## config.mk

```make
export PLATFORM = sky130hd
export DESIGN_NAME = rrav_front
export DESIGN_NICKNAME = d
export VERILOG_FILES = /design/src/rtl/rrav_pkg.sv /design/src/rtl/rrav_front.sv
export SDC_FILE = /design/constraint.sdc
export NUM_CORES = 1
export LEC_CHECK = 0
export BUFFER_PORTS_ARGS = -buffer_cell sky130_fd_sc_hd__buf_2
export CAP_MARGIN = 20
export CORE_UTILIZATION = 59
export CTS_CLUSTER_SIZE = 24
export DETAILED_ROUTE_END_ITERATION = 8
export PLACE_DENSITY = 0.83
export SKIP_CTS_REPAIR_TIMING = 1
export SLEW_MARGIN = 20
export SYNTH_ARGS = -nofsm -noshare
export SYNTH_HDL_FRONTEND = slang
export SYNTH_SLANG_ARGS = --single-unit
```

## constraint.sdc

```tcl
create_clock -name i_clk -period 7.95 [get_ports i_clk]
set_input_delay 1.59 -clock i_clk [delete_from_list [all_inputs] [get_ports i_clk]]
set_output_delay 1.59 -clock i_clk [all_outputs]
set_load 0.05 [all_outputs]
```

## src/rtl/rrav_pkg.sv

```systemverilog
package rrav_pkg;

    // Result mode codes.
    localparam logic [1:0] MODE_CLEAR   = 2'd0;
    localparam logic [1:0] MODE_SLIDE   = 2'd1;
    localparam logic [1:0] MODE_REPULSE = 2'd2;

    // Number of range sensors on the ring.
    localparam int NSENS = 6;

    // Largest magnitude of a repulsion term or an axis sum.
    localparam logic [30:0] ACC_MAX = 31'h7FFF_FFFF;

    // Q1.14 cosine of 30 degrees, and the Q1.14 fraction width.
    localparam logic [13:0] COS_30     = 14'd14189;
    localparam int          TRIG_SHIFT = 14;

    typedef struct packed {
        logic [15:0] range_front;
        logic [15:0] range_front_left;
        logic [15:0] range_left;
        logic [15:0] range_back;
        logic [15:0] range_right;
        logic [15:0] range_front_right;
    } t_in_item;

    typedef struct packed {
        logic [1:0]         mode;
        logic signed [15:0] vel_x;
        logic signed [15:0] vel_y;
    } t_out_item;

    // Mode and slide velocity that ride beside the repulsion datapath.
    typedef struct packed {
        logic [1:0]         mode;
        logic signed [15:0] slide_x;
        logic signed [15:0] slide_y;
    } t_side;

    // Load enables of the pipeline stages before the output register, one per stage.
    typedef struct packed {
        logic s1;
        logic s2;
        logic s3;
        logic s4;
        logic s5;
        logic s6;
        logic s7;
        logic s8;
    } t_stage_en;

endpackage

```

## src/rtl/rrav_front.sv

```systemverilog
module rrav_front (
    input  logic                            i_clk,
    input  rrav_pkg::t_stage_en             i_en,
    input  rrav_pkg::t_in_item              i_data,
    input  logic [15:0]                     i_near,
    input  logic [15:0]                     i_danger,
    input  logic [11:0]                     i_slide,
    input  logic [11:0]                     i_offset,
    output logic [rrav_pkg::NSENS-1:0][16:0] o_abs_err,
    output logic [rrav_pkg::NSENS-1:0]       o_hit,
    output rrav_pkg::t_side                 o_side
);

    logic [rrav_pkg::NSENS-1:0][15:0] d;
    logic [rrav_pkg::NSENS-1:0][16:0] n_abs;
    logic [rrav_pkg::NSENS-1:0]       n_hit;
    logic [rrav_pkg::NSENS-1:0]       far;
    logic [rrav_pkg::NSENS-1:0]       safe;
    logic [rrav_pkg::NSENS-1:0]       below;
    logic [16:0]                      ref_lvl;
    logic signed [15:0]               spd;
    logic signed [15:0]               sx;
    logic signed [15:0]               sy;
    rrav_pkg::t_side                  n_side;

    logic [rrav_pkg::NSENS-1:0][16:0] r_abs;
    logic [rrav_pkg::NSENS-1:0]       r_hit;
    rrav_pkg::t_side                  r_side;

    // Sensor order: front, front-left, left, back, right, front-right.
    assign d[0] = i_data.range_front;
    assign d[1] = i_data.range_front_left;
    assign d[2] = i_data.range_left;
    assign d[3] = i_data.range_back;
    assign d[4] = i_data.range_right;
    assign d[5] = i_data.range_front_right;

    assign ref_lvl = {1'b0, i_danger} + {5'd0, i_offset};
    assign spd     = $signed({4'd0, i_slide});

    always_comb begin
        for (int i = 0; i < rrav_pkg::NSENS; i++) begin
            far[i]   = d[i] > i_near;
            safe[i]  = d[i] > i_danger;
            below[i] = d[i] < i_near;
            n_hit[i] = d[i] < i_danger;
            if ({1'b0, d[i]} >= ref_lvl) begin
                n_abs[i] = {1'b0, d[i]} - ref_lvl;
            end else begin
                n_abs[i] = ref_lvl - {1'b0, d[i]};
            end
        end
    end

    // Slide priority chain: the first near sensor picks two escape directions.
    always_comb begin
        sx = '0;
        sy = '0;
        if (below[0]) begin
            if (far[4]) sy = -spd;
            else if (far[2]) sy = spd;
        end else if (below[4]) begin
            if (far[0]) sx = spd;
            else if (far[3]) sx = -spd;
        end else if (below[2]) begin
            if (far[0]) sx = spd;
            else if (far[3]) sx = -spd;
        end else if (below[1]) begin
            if (far[4]) sy = -spd;
            else if (far[3]) sx = -spd;
        end else if (below[5]) begin
            if (far[2]) sy = spd;
            else if (far[3]) sx = -spd;
        end else if (below[3]) begin
            if (far[2]) sy = spd;
            else if (far[4]) sy = -spd;
        end
    end

    always_comb begin
        n_side.slide_x = sx;
        n_side.slide_y = sy;
        if (&far) begin
            n_side.mode = rrav_pkg::MODE_CLEAR;
        end else if (&safe) begin
            n_side.mode = rrav_pkg::MODE_SLIDE;
        end else begin
            n_side.mode = rrav_pkg::MODE_REPULSE;
        end
    end

    always_ff @(posedge i_clk) begin
        if (i_en.s1) begin
            r_abs  <= n_abs;
            r_hit  <= n_hit;
            r_side <= n_side;
        end
    end

    assign o_abs_err = r_abs;
    assign o_hit     = r_hit;
    assign o_side    = r_side;

endmodule

```

---- After elaboration in Yosys (flattened, before gate mapping) ----
Cells that the tools add are included.
word-level totals
  input bits .............................. 161
  word-level logic and storage cells ...... 81
  flip-flop bits (word level) ............. 142
  output and inout bits ................... 142
operators by class
  $add $sub $neg .......................... 14
  mux-type cells .......................... 25
  magnitude comparators ................... 30
  reductions and logical operators ........ 2
operator list
  cell                                          count
  two-way mux 16 bit                            17
  > comparator 16 bit                           12
  < comparator 16 bit                           12
  greater-or-equal comparator 16 x 17 -> 1 bit  6
  two-way mux 17 bit                            6
  subtractor 16 x 17 -> 17 bit                  6
  subtractor 17 x 16 -> 17 bit                  6
  adder 16 x 12 -> 17 bit                       1
  negator 12 -> 16 bit                          1
  two-way mux 12 bit                            1
  AND reduction 6 bit                           2
  two-way mux 2 bit                             1

---- Depth between registers and ports, before layout ----
  depth in word-level cells ............... 9
  gate-level depth with buffers ........... 23
  gate-level depth less buffers ........... 21

---- Least setup slack after synthesis ----
OpenSTA, ideal clock, no wires.
  kind .................................... input to register
  start point ............................. input i_danger[0]
  end point ............................... register r_abs (netlist bit o_abs_err[52]), data pin
  path buffers ............................ 3
  required time ........................... 7.690 ns
  cell stages on the path ................. 22
  slack ................................... 1.630 ns
  arrival ................................. 6.060 ns
  library setup time ...................... 0.260 ns
  path through ............................ ha_1 > fa_1 > a21oi_1 > nand3b_1 > a21boi_0 > o31ai_1 > o31ai_1 > a21oi_1 > nor3_1 > xnor2_1 > ha_1 > clkbuf_1 > and3_1 > and2_1 > nand2_1 > o21ai_0 > a211oi_1 > a21oi_1 > and2_1 > buf_2 > buf_2 > mux2_2
RTL lines
  what                  line              text
  start, declared       rrav_front.sv:6   input logic [15:0] i_danger,
  end signal, assigned  rrav_front.sv:94  r_abs <= n_abs;
  end, declared         rrav_front.sv:26  logic [rrav_pkg::NSENS-1:0][16:0] r_abs;

==> reports/metrics.yaml <==
routing:
  viasPerCell: 6.454
  vias: 17839
  wire_per_inst_um: 24.51
  route.detailed.drc: 0
  first_pass_iters: 6
  first_iter_violations: 1883
  routed_wl_um: 67760
  final_antenna_net_count: 0
synthesis:
  ys_warn_count: 0
  synth_area_um2: 18460
  synth.area.top_cells: "ha_1 27%, edfxtp_1 23%, a21o_1 5.8%"
  synthCells: 2052
  synth_fp_nets: 2617
  synth-edff-count: 142
  synth_top_cell_area_share: 0.2650
  synth_flop_cell: "edfxtp_1"
  avgSynthCellArea_um2: 8.996
  yosysUniqueCellTypes: 85
  yosysTopAreaCell: "ha_1"
  ys_ff_latch: 142
  ys_seq_area_frac: 0.2310
  synthArstFlopShare: 0
pwr:
  power.density_nw_per_um2: 248.5
  p_leak_nw: 10.77
  pwr-share-clk: 0.165
  sw_frac_of_total: 0.4986
  p_comb_frac: 0.610
  ir_drop_mv: 0.2040
  pwr-share-seq: 0.225
  p_sw_mw: 2.620
  power.internal_mw: 2.635
sta:
  fmax_mhz: 143.7
  worstMarginPinSlew_ns: 1.091
  finalSetupViolations: 0
  post-route-period-util: 0.8756
  fin_crit_ns: 6.961
  fin_ws_ns: 0.9891
  slew_headroom: 0.2692
  finalMaxSlewViolations: 0
  tns_ns: 0
  finalHoldViolations: 0
  rsz0062_at_grt: "false"
die:
  core_region_area_um2: 30670
  floorplan.initialDensity: 0.6019
  dieWidth_um: 178.9
  num_io_pins: 303
  rows: 64
  die_area_um2: 32000
  die_h_um: 178.9
status:
  outcome: "finished, final reports clean"
clock_tree:
  clock_sinks: 142
  clockBufferDepth: 2
  cts_inserted_buffers: 17
  htreeDepth: 4
  cts_tree: "yes"
  cts-root-buf: "clkbuf_16"
  path_clk_slew_ns: 0.07
cells_and_area:
  num-fill-cells: 2405
  multiInputGateArea_um2: 13200
  regArea_um2: 4264
  drive_gt1_frac: 0.1757
  area_growth_pct: 14.59
  nets: 2919
worst_setup_path:
  crit_start: "i_danger[0]"
  end_kind: "register"
  critPathRequiredTime_ns: 8.16
  critPathMaxFanout: 7
  critPathArrivalTime_ns: 7.17
  crit_type: "input port to register"
  cp-start-kind: "input port"
  setup.worst_path.end: "o_abs_err[100]$_DFFE_PP_"
grt:
  grt_max_degree: 74
  grt_pass1_wl_um: 99060
  globalRouteTotalUtil: 0.4244
  grt_antenna_before_repair: 1
  first_global_vias: 17066
  grt_overflow: 0
worst_hold_path:
  worstHoldPathType: "input port to register"
placement:
  pre_cts_ws_ns: 0.7167
  portBuffers: 295
  dpl.hpwl_um: 51300
  gp_congestion: 1.001
run:
  cap_violations: 0
worst max-delay path: stages:
cell,delay [ns]
buf_2,0.30
ha_1,0.29
fa_1,0.24
a21oi_1,0.08
nand3b_1,0.16
a21boi_0,0.39
o31ai_1,0.21
xnor2_2,0.87
inv_1,0.49
ha_1,0.40
or4_1,0.50
o21a_1,0.21
a22o_2,0.22
o21bai_1,0.22
a21o_1,0.40
buf_4,0.24
mux2i_1,0.23
xnor2_1,0.10
cells in the mapped netlist, types with 7 or more instances:
cell type	number
o21a_1	31
a31oi_1	23
o21ai_0	100
nor2_1	104
nand2_1	98
nand3_1	24
and2_1	11
xnor2_1	69
nand2b_1	18
a211oi_1	18
fa_1	13
mux2i_1	63
a21oi_1	178
clkbuf_1	40
nand4_1	46
or3_1	9
a221o_1	8
a211o_1	7
o31ai_1	10
nor4_1	10
nor2b_1	43
o211ai_1	18
a21o_1	142
inv_1	210
ha_1	391
and3_1	12
o221ai_1	7
nor3_1	31
xor2_1	39
o21bai_1	20
edfxtp_1	142
mux2_2	11
metrics by stage:
stage	cell area (um2)	total power [mW]	hold slack (ns)	instances	util
final	21150	5.256	1.477	2764	0.6897
after floorplan	18460	3.469	1.703	2052	-
after CTS	21150	5.192	1.464	2763	0.6896
after global placement	20550	4.248	1.942	2731	0.6700
after detailed placement	20550	4.311	1.952	2731	0.6700
after global routing	21150	5.510	1.488	2764	0.6897
cell usage in the layout (no fill, tap or decap), drive strengths merged, types with 7 or more instances in the layout:
cell type and n:
mux2 11, a21o 143, o221ai 7, nor4 10, or2 8, xor2 39, a211oi 19, nor2 104
nor2b 43, clkbuf 17, edfxtp 142, o21bai 20, a21oi 178, nand3 24, and3 14, and2 14
a31oi 23, fa 13, nor3 32, o21a 31, xnor2 69, o21ai 102, o211ai 18, mux2i 63
or3 10, nand4 46, o31ai 10, a221o 10, buf 337, inv 218, ha 391, nand2b 18
a211o 8, nand2 99
sequential cells by signal, summed over array words and instances (netlist names):
register and cells:
o_abs_err 102, o_side 34, o_hit 6
how the worst min path moves through the flow:
stage	start	to	slack (ns)	cells after the start
floorplan	i_en[7]	o_abs_err[0]$_DFFE_PP_	1.70	0
global placement	i_slide[1]	o_side[17]$_SDFFCE_PP0P_	1.94	3
detailed placement	i_slide[1]	o_side[17]$_SDFFCE_PP0P_	1.95	3
CTS	i_slide[1]	o_side[17]$_SDFFCE_PP0P_	1.46	3
global route	i_slide[1]	o_side[17]$_SDFFCE_PP0P_	1.49	3
finish	i_slide[1]	o_side[17]$_SDFFCE_PP0P_	1.48	3
final cells by class:
type                    count  share of cell area
repair buffers            337             0.08500
well taps                 396             0.02342
clock inverters            15            0.008340
clock buffers              17             0.02011
inverters                 210             0.03726
flip-flops and latches    142              0.2016
multi-input cells        1646              0.6242
diodes                      1           0.0001183
logic make-up after synthesis:
group,share of synthesized area
flip-flops,0.2310
XOR/XNOR,0.05124
AO/OA/AOI/OAI,0.2208
adder cells (fa/ha/maj),0.2791
buffers and inverters,0.05693
multiplexers,0.04087
AND/OR/NAND/NOR,0.1201
layer usage:
metal / track usage / vias to the layer above / routed length (um)
met5: 0 / - / 0
met4: 0.2719 / 0 / 4706
met3: 0.09457 / 261 / 7156
met2: 0.6448 / 1060 / 28890
met1: 0.5413 / 8372 / 27000
li1: - / 8146 / -
power by group through the flow:
stage | combinational (mW) | sequential [mW] | clock, mW
global route | 3.41 | 1.20 | 0.896
global placement | 3.06 | 1.19 | 0
CTS | 3.14 | 1.18 | 0.869
detailed placement | 3.12 | 1.20 | 0
finish | 3.21 | 1.18 | 0.868
floorplan | 1.54 | 1.93 | 0
(Power assumes the default switching activity.)
