<file path="src/rtl/rrav_pkg.sv">
package rrav_pkg;

    // Result mode codes.
    localparam logic [1:0] MODE_CLEAR   = 2'd0;
    localparam logic [1:0] MODE_SLIDE   = 2'd1;
    localparam logic [1:0] MODE_REPULSE = 2'd2;

    // Number of range sensors on the ring.
    localparam int NSENS = 6;

    // Largest magnitude of a repulsion term or an axis sum.
    localparam logic [30:0] ACC_MAX = 31'h7FFF_FFFF;

    // Q1.14 cosine of 30 degrees, and the Q1.14 fraction width.
    localparam logic [13:0] COS_30     = 14'd14189;
    localparam int          TRIG_SHIFT = 14;

    typedef struct packed {
        logic [15:0] range_front;
        logic [15:0] range_front_left;
        logic [15:0] range_left;
        logic [15:0] range_back;
        logic [15:0] range_right;
        logic [15:0] range_front_right;
    } t_in_item;

    typedef struct packed {
        logic [1:0]         mode;
        logic signed [15:0] vel_x;
        logic signed [15:0] vel_y;
    } t_out_item;

    // Mode and slide velocity that ride beside the repulsion datapath.
    typedef struct packed {
        logic [1:0]         mode;
        logic signed [15:0] slide_x;
        logic signed [15:0] slide_y;
    } t_side;

    // Load enables of the pipeline stages before the output register, one per stage.
    typedef struct packed {
        logic s1;
        logic s2;
        logic s3;
        logic s4;
        logic s5;
        logic s6;
        logic s7;
        logic s8;
    } t_stage_en;

endpackage

</file>
<file path="src/rtl/rrav_accum.sv">
module rrav_accum (
    input  logic                             i_clk,
    input  rrav_pkg::t_stage_en              i_en,
    input  logic [rrav_pkg::NSENS-1:0][30:0] i_mag,
    input  logic [30:0]                      i_p1,
    input  logic [30:0]                      i_p5,
    input  logic [11:0]                      i_max,
    input  logic [11:0]                      i_min,
    input  logic [7:0]                       i_dead,
    output logic signed [15:0]               o_vel_x,
    output logic signed [15:0]               o_vel_y
);

    localparam logic signed [32:0] LIM = $signed({2'b00, rrav_pkg::ACC_MAX});

    function automatic logic signed [31:0] sat33(input logic signed [32:0] v);
        logic signed [32:0] r;
        if (v > LIM) begin
            r = LIM;
        end else if (v < -LIM) begin
            r = -LIM;
        end else begin
            r = v;
        end
        return r[31:0];
    endfunction

    function automatic logic signed [33:0] ext(input logic signed [31:0] v);
        return {v[31], v[31], v};
    endfunction

    function automatic logic signed [32:0] up(input logic [30:0] m);
        return $signed({2'b00, m});
    endfunction

    // Clamp to the largest speed, then lift small values above the dead band to the smallest.
    function automatic logic signed [15:0] shape(input logic signed [31:0] v,
                                                 input logic [11:0] vmax,
                                                 input logic [11:0] vmin,
                                                 input logic [7:0]  dead);
        logic [30:0] a;
        logic [11:0] m;
        logic [15:0] u;
        a = v[31] ? 31'(-v) : v[30:0];
        if (a > {19'd0, vmax}) begin
            m = vmax;
        end else begin
            m = a[11:0];
        end
        if (m < vmin && m > {4'd0, dead}) begin
            m = vmin;
        end
        u = {4'd0, m};
        return v[31] ? -$signed(u) : $signed(u);
    endfunction

    logic signed [31:0] r_ax6;
    logic signed [31:0] r_by6;
    logic [30:0]        r_m3_6;
    logic [30:0]        r_m4_6;
    logic [30:0]        r_p5_6;
    logic [30:0]        r_h5_6;
    logic signed [31:0] r_ax7;
    logic signed [31:0] r_by7;
    logic [30:0]        r_p5_7;
    logic [30:0]        r_h5_7;
    logic signed [31:0] r_ax8;
    logic signed [31:0] r_by8;

    logic signed [31:0] n_ax6;
    logic signed [31:0] n_by6;
    logic signed [31:0] n_ax7;
    logic signed [31:0] n_by7;
    logic signed [31:0] n_ax8;
    logic signed [31:0] n_by8;

    // X terms: front pushes back, front-left and front-right push back by
    // the cosine share, back pushes forward. Y terms: front-left and
    // front-right by half, left and right by the full magnitude.
    assign n_ax6 = sat33(33'sd0 - up(i_mag[0]) - up(i_p1));
    assign n_by6 = sat33(33'sd0 - up({1'b0, i_mag[1][30:1]}) - up(i_mag[2]));
    assign n_ax7 = sat33(33'(ext(r_ax6) + up(r_m3_6)));
    assign n_by7 = sat33(33'(ext(r_by6) + up(r_m4_6)));
    assign n_ax8 = sat33(33'(ext(r_ax7) - up(r_p5_7)));
    assign n_by8 = sat33(33'(ext(r_by7) + up(r_h5_7)));

    always_ff @(posedge i_clk) begin
        if (i_en.s6) begin
            r_ax6  <= n_ax6;
            r_by6  <= n_by6;
            r_m3_6 <= i_mag[3];
            r_m4_6 <= i_mag[4];
            r_p5_6 <= i_p5;
            r_h5_6 <= {1'b0, i_mag[5][30:1]};
        end
        if (i_en.s7) begin
            r_ax7  <= n_ax7;
            r_by7  <= n_by7;
            r_p5_7 <= r_p5_6;
            r_h5_7 <= r_h5_6;
        end
        if (i_en.s8) begin
            r_ax8 <= n_ax8;
            r_by8 <= n_by8;
        end
    end

    assign o_vel_x = shape(r_ax8, i_max, i_min, i_dead);
    assign o_vel_y = shape(r_by8, i_max, i_min, i_dead);

endmodule

</file>
<file path="config.mk">
export PLATFORM = sky130hd
export DESIGN_NAME = rrav_accum
export DESIGN_NICKNAME = d
export VERILOG_FILES = /design/src/rtl/rrav_pkg.sv /design/src/rtl/rrav_accum.sv
export SDC_FILE = /design/constraint.sdc
export NUM_CORES = 1
export LEC_CHECK = 0
export BUFFER_PORTS_ARGS = -buffer_cell sky130_fd_sc_hd__buf_2
export CAP_MARGIN = 25
export CELL_PAD_IN_SITES_DETAIL_PLACEMENT = 0
export CELL_PAD_IN_SITES_GLOBAL_PLACEMENT = 2
export CORE_ASPECT_RATIO = 2
export CORE_MARGIN = 3
export CORE_UTILIZATION = 30
export CTS_BUF_LIST = sky130_fd_sc_hd__clkbuf_2
export CTS_CLUSTER_SIZE = 16
export DETAILED_ROUTE_END_ITERATION = 12
export GPL_ROUTABILITY_DRIVEN = 0
export GPL_TIMING_DRIVEN = 0
export PLACE_DENSITY = 0.73
export REMOVE_ABC_BUFFERS = 1
export SLEW_MARGIN = 5
export SYNTH_ARGS = -nofsm -noshare
export SYNTH_HDL_FRONTEND = slang
export SYNTH_SLANG_ARGS = --single-unit
</file>
<file path="constraint.sdc">
create_clock -name i_clk -period 8.8 [get_ports i_clk]
set_clock_uncertainty 0.2 [all_clocks]
set_input_delay 0.88 -clock i_clk [delete_from_list [all_inputs] [get_ports i_clk]]
set_output_delay 0.88 -clock i_clk [all_outputs]
set_load 0.05 [all_outputs]
</file>
Word-level counts from Yosys, hierarchy flattened. Index checks and enable logic that the tools add are counted.

Register bits: 376. Logic and storage cells: 70.

Add/subtract/negate cells: 12. $lt $le $gt $ge: 18. Muxes and demuxes: 14. Reduce and logical (&&, ||, !) cells: 8.

Operator list (number): greater-than comparator 33 x 32 -> 1 bit (second input constant) (6); < comparator 33 x 32 -> 1 bit (second input constant) (6); two-way mux 32 bit (6); adder 32 x 32 -> 33 bit (2); subtractor 32 x 32 -> 33 bit (2); greater-than comparator 31 x 12 -> 1 bit (2); two-way mux 31 bit (2); negator 31 bit (2); two-way mux 12 bit (4); adder 32 x 31 -> 33 bit (1); subtractor 31 x 32 -> 33 bit (1); two-way mux 16 bit (2); negator 12 -> 16 bit (2); subtractor 1 x 31 -> 32 bit (first input constant) (1); subtractor 1 x 30 -> 31 bit (first input constant) (1); greater-than comparator 12 x 8 -> 1 bit (2); < comparator 12 bit (2); OR reduction 2 bit (6); logical AND 1 bit (2).

Longest topological paths before layout.
Word-level depth: 9. Depth in mapped cells: 40. Mapped depth without buffers: 36.

Worst setup path after synthesis. Ideal clock, no wire load.

Path kind: register to output. From: reg r_ax8[2]. To: out o_vel_x[8]. Arrival time: 7948 ps. Slack: -228 ps. Stages on the path, launching flop included: 34. Path buffers: 4. Path through: edfxtp_1 -> nor3_2 -> nand2_1 -> o41ai_1 -> xnor2_1 -> ha_1 -> and4_1 -> nand4_1 -> a21oi_1 -> nand3_1 -> nor4_1 -> o2111ai_1 -> nor4_4 -> buf_2 -> buf_2 -> nand2_1 -> o21ai_0 -> ha_1 -> a21o_1 -> a21oi_1 -> a21oi_1 -> a211oi_1 -> a21oi_1 -> or4b_2 -> mux2_4 -> o2111ai_4 -> buf_6 -> buf_4 -> a21o_1 -> ha_1 -> nand2_1 -> mux2_4 -> o21ai_1 -> xor2_1.

Cells in the longest elaborated chain, start to end: 9. Elaborated cells between the ends (all ways): 10.

RTL lines: start: declaration (RTL line rrav_accum.sv:67) `logic signed [31:0] r_ax8;`; start signal: assignment (RTL line rrav_accum.sv:103) `r_ax8 <= n_ax8;`; negator 31 bit (RTL line rrav_accum.sv:44) `a = v[31] ? 31'(-v) : v[30:0];`; two-way mux 31 bit * (RTL line rrav_accum.sv:44); greater-than comparator 31 x 12 -> 1 bit (RTL line rrav_accum.sv:45) `if (a > {19'd0, vmax}) begin`; two-way mux 12 bit * (RTL line rrav_accum.sv:45); < comparator 12 bit / greater-than comparator 12 x 8 -> 1 bit (equally long branches) (RTL line rrav_accum.sv:50) `if (m < vmin && m > {4'd0, dead}) begin`; logical AND 1 bit (RTL line rrav_accum.sv:50); two-way mux 12 bit * (RTL line rrav_accum.sv:50); negator 12 -> 16 bit (RTL line rrav_accum.sv:54) `return v[31] ? -$signed(u) : $signed(u);`; two-way mux 16 bit * (RTL line rrav_accum.sv:54); end: declaration (RTL line rrav_accum.sv:10) `output logic signed [15:0] o_vel_x,`.

Mark *: on every way between the ends. The rest lies on a longest branch, timed or not.

Worst setup path after layout.
From: reg r_ax8[0]. To: out o_vel_x[10].

The elaborated chain is that of the path after synthesis.

==> metrics <==
DP Area=32200 µm²; status=finished clean; RSZ-0062 raised after global routing=yes; Die H=446 µm; async set or reset register ratio after synthesis=0%; CTS tree=done; total CTS buffers=77; Final Slew Violations=0; Mapped Area=29100 µm²; critical path capture point type=primary output; grt ovf=0; #FFs+latches synth=376; clk sinks=376; maximum fanout along the worst path=6; DRT antenna net count=0; Setup crit end=o_vel_x[10]; FF-to-FF Start=r_by6[0]$_SDFFCE_PP1P_; Clock Latency Late Sink=1.13 ns; drt total wl=87900 µm; Die ar.=101000 µm²; yosys warns=0; distinct cell type count after synthesis=99; ys flop type=edfxtp_1; Via Count=24500; Startpoint Class=flop; number of flops mapped to enable cells by yosys=376; CP arrival=7.61 ns; share of cells above drive strength 1=20.2%; crit-path max cell delay=0.50 ns; relative slew slack=31.1%; fmax=0.115 GHz; Worst-Margin Slew=1.03 ns; CTS Root Cell=clkbuf_2; most common cell after layout, fill and taps aside=edfxtp_1; std cell rows=160; setup ws final=0.106 ns; CP max stage cell=edfxtp_1; total power=0.00722 W; CP Launch Point=r_ax8[0]$_SDFFCE_PP1P_; initial core utilization=30.4%; drt wl/cell=18.0 µm; RR Endpoint=r_by7[21]$_SDFFCE_PP1P_; DR vias/cell=5.00; Leak Pwr=14.9 nW; Core Box Area=95700 µm²; DP Wirelength=70600 µm; Final min period=8.69 ns; Hold Crit Start=r_h5_6[4]$_DFFE_PP_; final worst-path cycle share=98.8%; Net count, final=4168; H-tree Lvls=3; largest net degree at the start of global routing=117; first-pass GRT wire length=137000 µm; Seq/Total Area, Yosys=38.8%; maxcap violations=0; Die Wd=226 µm; Reg2Reg Setup Slack=3.09 ns; Hold WC Path Type=reg2reg; VDD IR max=0.0000817 V; CTS max path bufs=3; DR pass1 iterations=4; DR DRC count=0; vias in the first global route=25700; dpl ws=-1.28 ns; WP data required=7.72 ns; Hold Vio Cnt, Final=0; initial antenna violation count=12; Port Buffers=313; GRT Total Usage=17.3%; most frequent cell on the critical path=ha_4; PD cells=199 nW/µm²; Worst-path clk slew=0.13 ns; fin area=36300 µm²; r2r worst-path depth=14; Final setup viols=0; Area Overhead vs Synth=24.7%; Setup CP Type=reg2out; Syn Inst Count=3030; most frequent cells in the layout=376 x edfxtp_1, 294 x buf_2, 256 x nand2_1; I/O Pins=321; Starting DRT DRC Count=652; Syn Area/Cell=9.60 µm²
-- critical path, delay by kind of cell (launching register included) --
| family | cells | cell delay, ns |
|---|---|---|
| compound gates | 12 | 1.64 |
| xor+xnor | 2 | 0.31 |
| fa+ha+maj | 4 | 0.89 |
| buf+inv | 3 | 0.52 |
| flops | 1 | 0.50 |
| mux | 2 | 0.64 |
| simple gates | 10 | 2.02 |
-- per-layer routing --
metal  GRT usage (%)  up-vias  wire length [µm]
li1                -    12600                 -
met1            17.6    11300             32600
met2            33.9      473             48700
met3            2.13      149              2700
met4            8.52        4              3950
met5               0        -                25
-- cell usage after synthesis (all sizes together) (13+ instances only) --
library cell  count  area, µm²
nand3            43        220
xnor2           185       1620
o2111ai          14        158
a21oi           201       1020
o31ai            31        256
or4              21        161
xor2             79        692
nor2b            25        156
o211ai           17        128
buf              13       72.6
or3              27        169
a21o             95        713
maj3             26        260
nor2            215        815
nor3             85        435
ha              254       3180
nor4             51        389
a2111oi          17        168
edfxtp          376      11300
a31oi            21        131
nand2b           52        325
clkbuf           49        184
inv             219        822
o21a             46        345
mux2             16        188
mux2i            29        290
nand4            44        275
or2              18        113
nand2           266        998
o21ai           190        951
o21bai           25        188
a211oi           18        135
and2             22        138
and3             34        213
-- per-stage QoR --
| stage | util, % | std cells | hold WS (ns) | setup TNS, ns |
|---|---|---|---|---|
| after floorplan | - | 2968 | 0.200 | -1.84 |
| after global placement | 33.3 | 4496 | 0.203 | -38.04 |
| after detailed placement | 33.6 | 4507 | 0.205 | -14.52 |
| after CTS | 37.2 | 4850 | 0.0141 | -0.832 |
| after global routing | 37.9 | 4895 | 0.0871 | -2.46 |
| final | 37.9 | 4899 | 0.190 | 0 |
-- state kept, by name, summed over array words and instances (netlist names) --
signal and cells:
r_by6 32, r_ax8 32, r_ax6 32, r_ax7 32, r_by8 32, r_by7 32, r_p5_6 31, r_h5_6 30
r_h5_7 30, r_p5_7 31, r_m3_6 31, r_m4_6 31
-- logic make-up (layout without fill, tap and decap cells) --
| family | after synthesis | in the layout | share of synthesized area, % |
|---|---|---|---|
| AO/OA/AOI/OAI | 814 | 815 | 18.7 |
| XOR/XNOR | 264 | 264 | 7.95 |
| adder cells (fa/ha/maj) | 286 | 286 | 12.2 |
| buffers and inverters | 282 | 923 | 3.72 |
| flip-flops | 376 | 376 | 38.8 |
| multiplexers | 45 | 45 | 1.64 |
| other | 0 | 10 | 0 |
| AND/OR/NAND/NOR | 963 | 965 | 16.9 |
-- repair_timing --
action / in CTS / in global routing
endpoints found under the hold margin: 254 / 0
pin swaps: 64 / 37
hold buffers: 135 / 0
cloned: 5 / 0
buffers inserted: 70 / 41
gates resized for setup: 130 / 98
endpoints found under the setup margin: 32 / 24
-- worst min path at each step --
stage,end,slack (ns),cells past startpoint
2_1_floorplan,r_h5_7[0]$_DFFE_PP_,0.20,0
3_3_place_gp,r_p5_7[13]$_DFFE_PP_,0.20,0
3_5_place_dp,r_h5_7[7]$_DFFE_PP_,0.20,0
4_1_cts,r_by6[2]$_SDFFCE_PP1P_,0.01,5
5_1_grt,r_m4_6[27]$_DFFE_PP_,0.09,2
6_report,r_h5_7[4]$_DFFE_PP_,0.19,0
-- where the power goes --
group,internal (W),switching [W],total [W]
sequential,0.00239,0.000229,0.00262
combinational,0.00139,0.00193,0.00332
clock,0.000576,0.000706,0.00128
-- layout make-up --
type | instances | area (µm²)
inverter | 220 | 830
tap | 1215 | 1520
multi-input combinational | 2375 | 17600
timing repair buffer | 569 | 4140
clock buffer | 97 | 485
antenna | 10 | 25.0
sequential | 376 | 11300
clock inverter | 37 | 408
fill | 9892 | 59400
(Power assumes the default switching activity.)
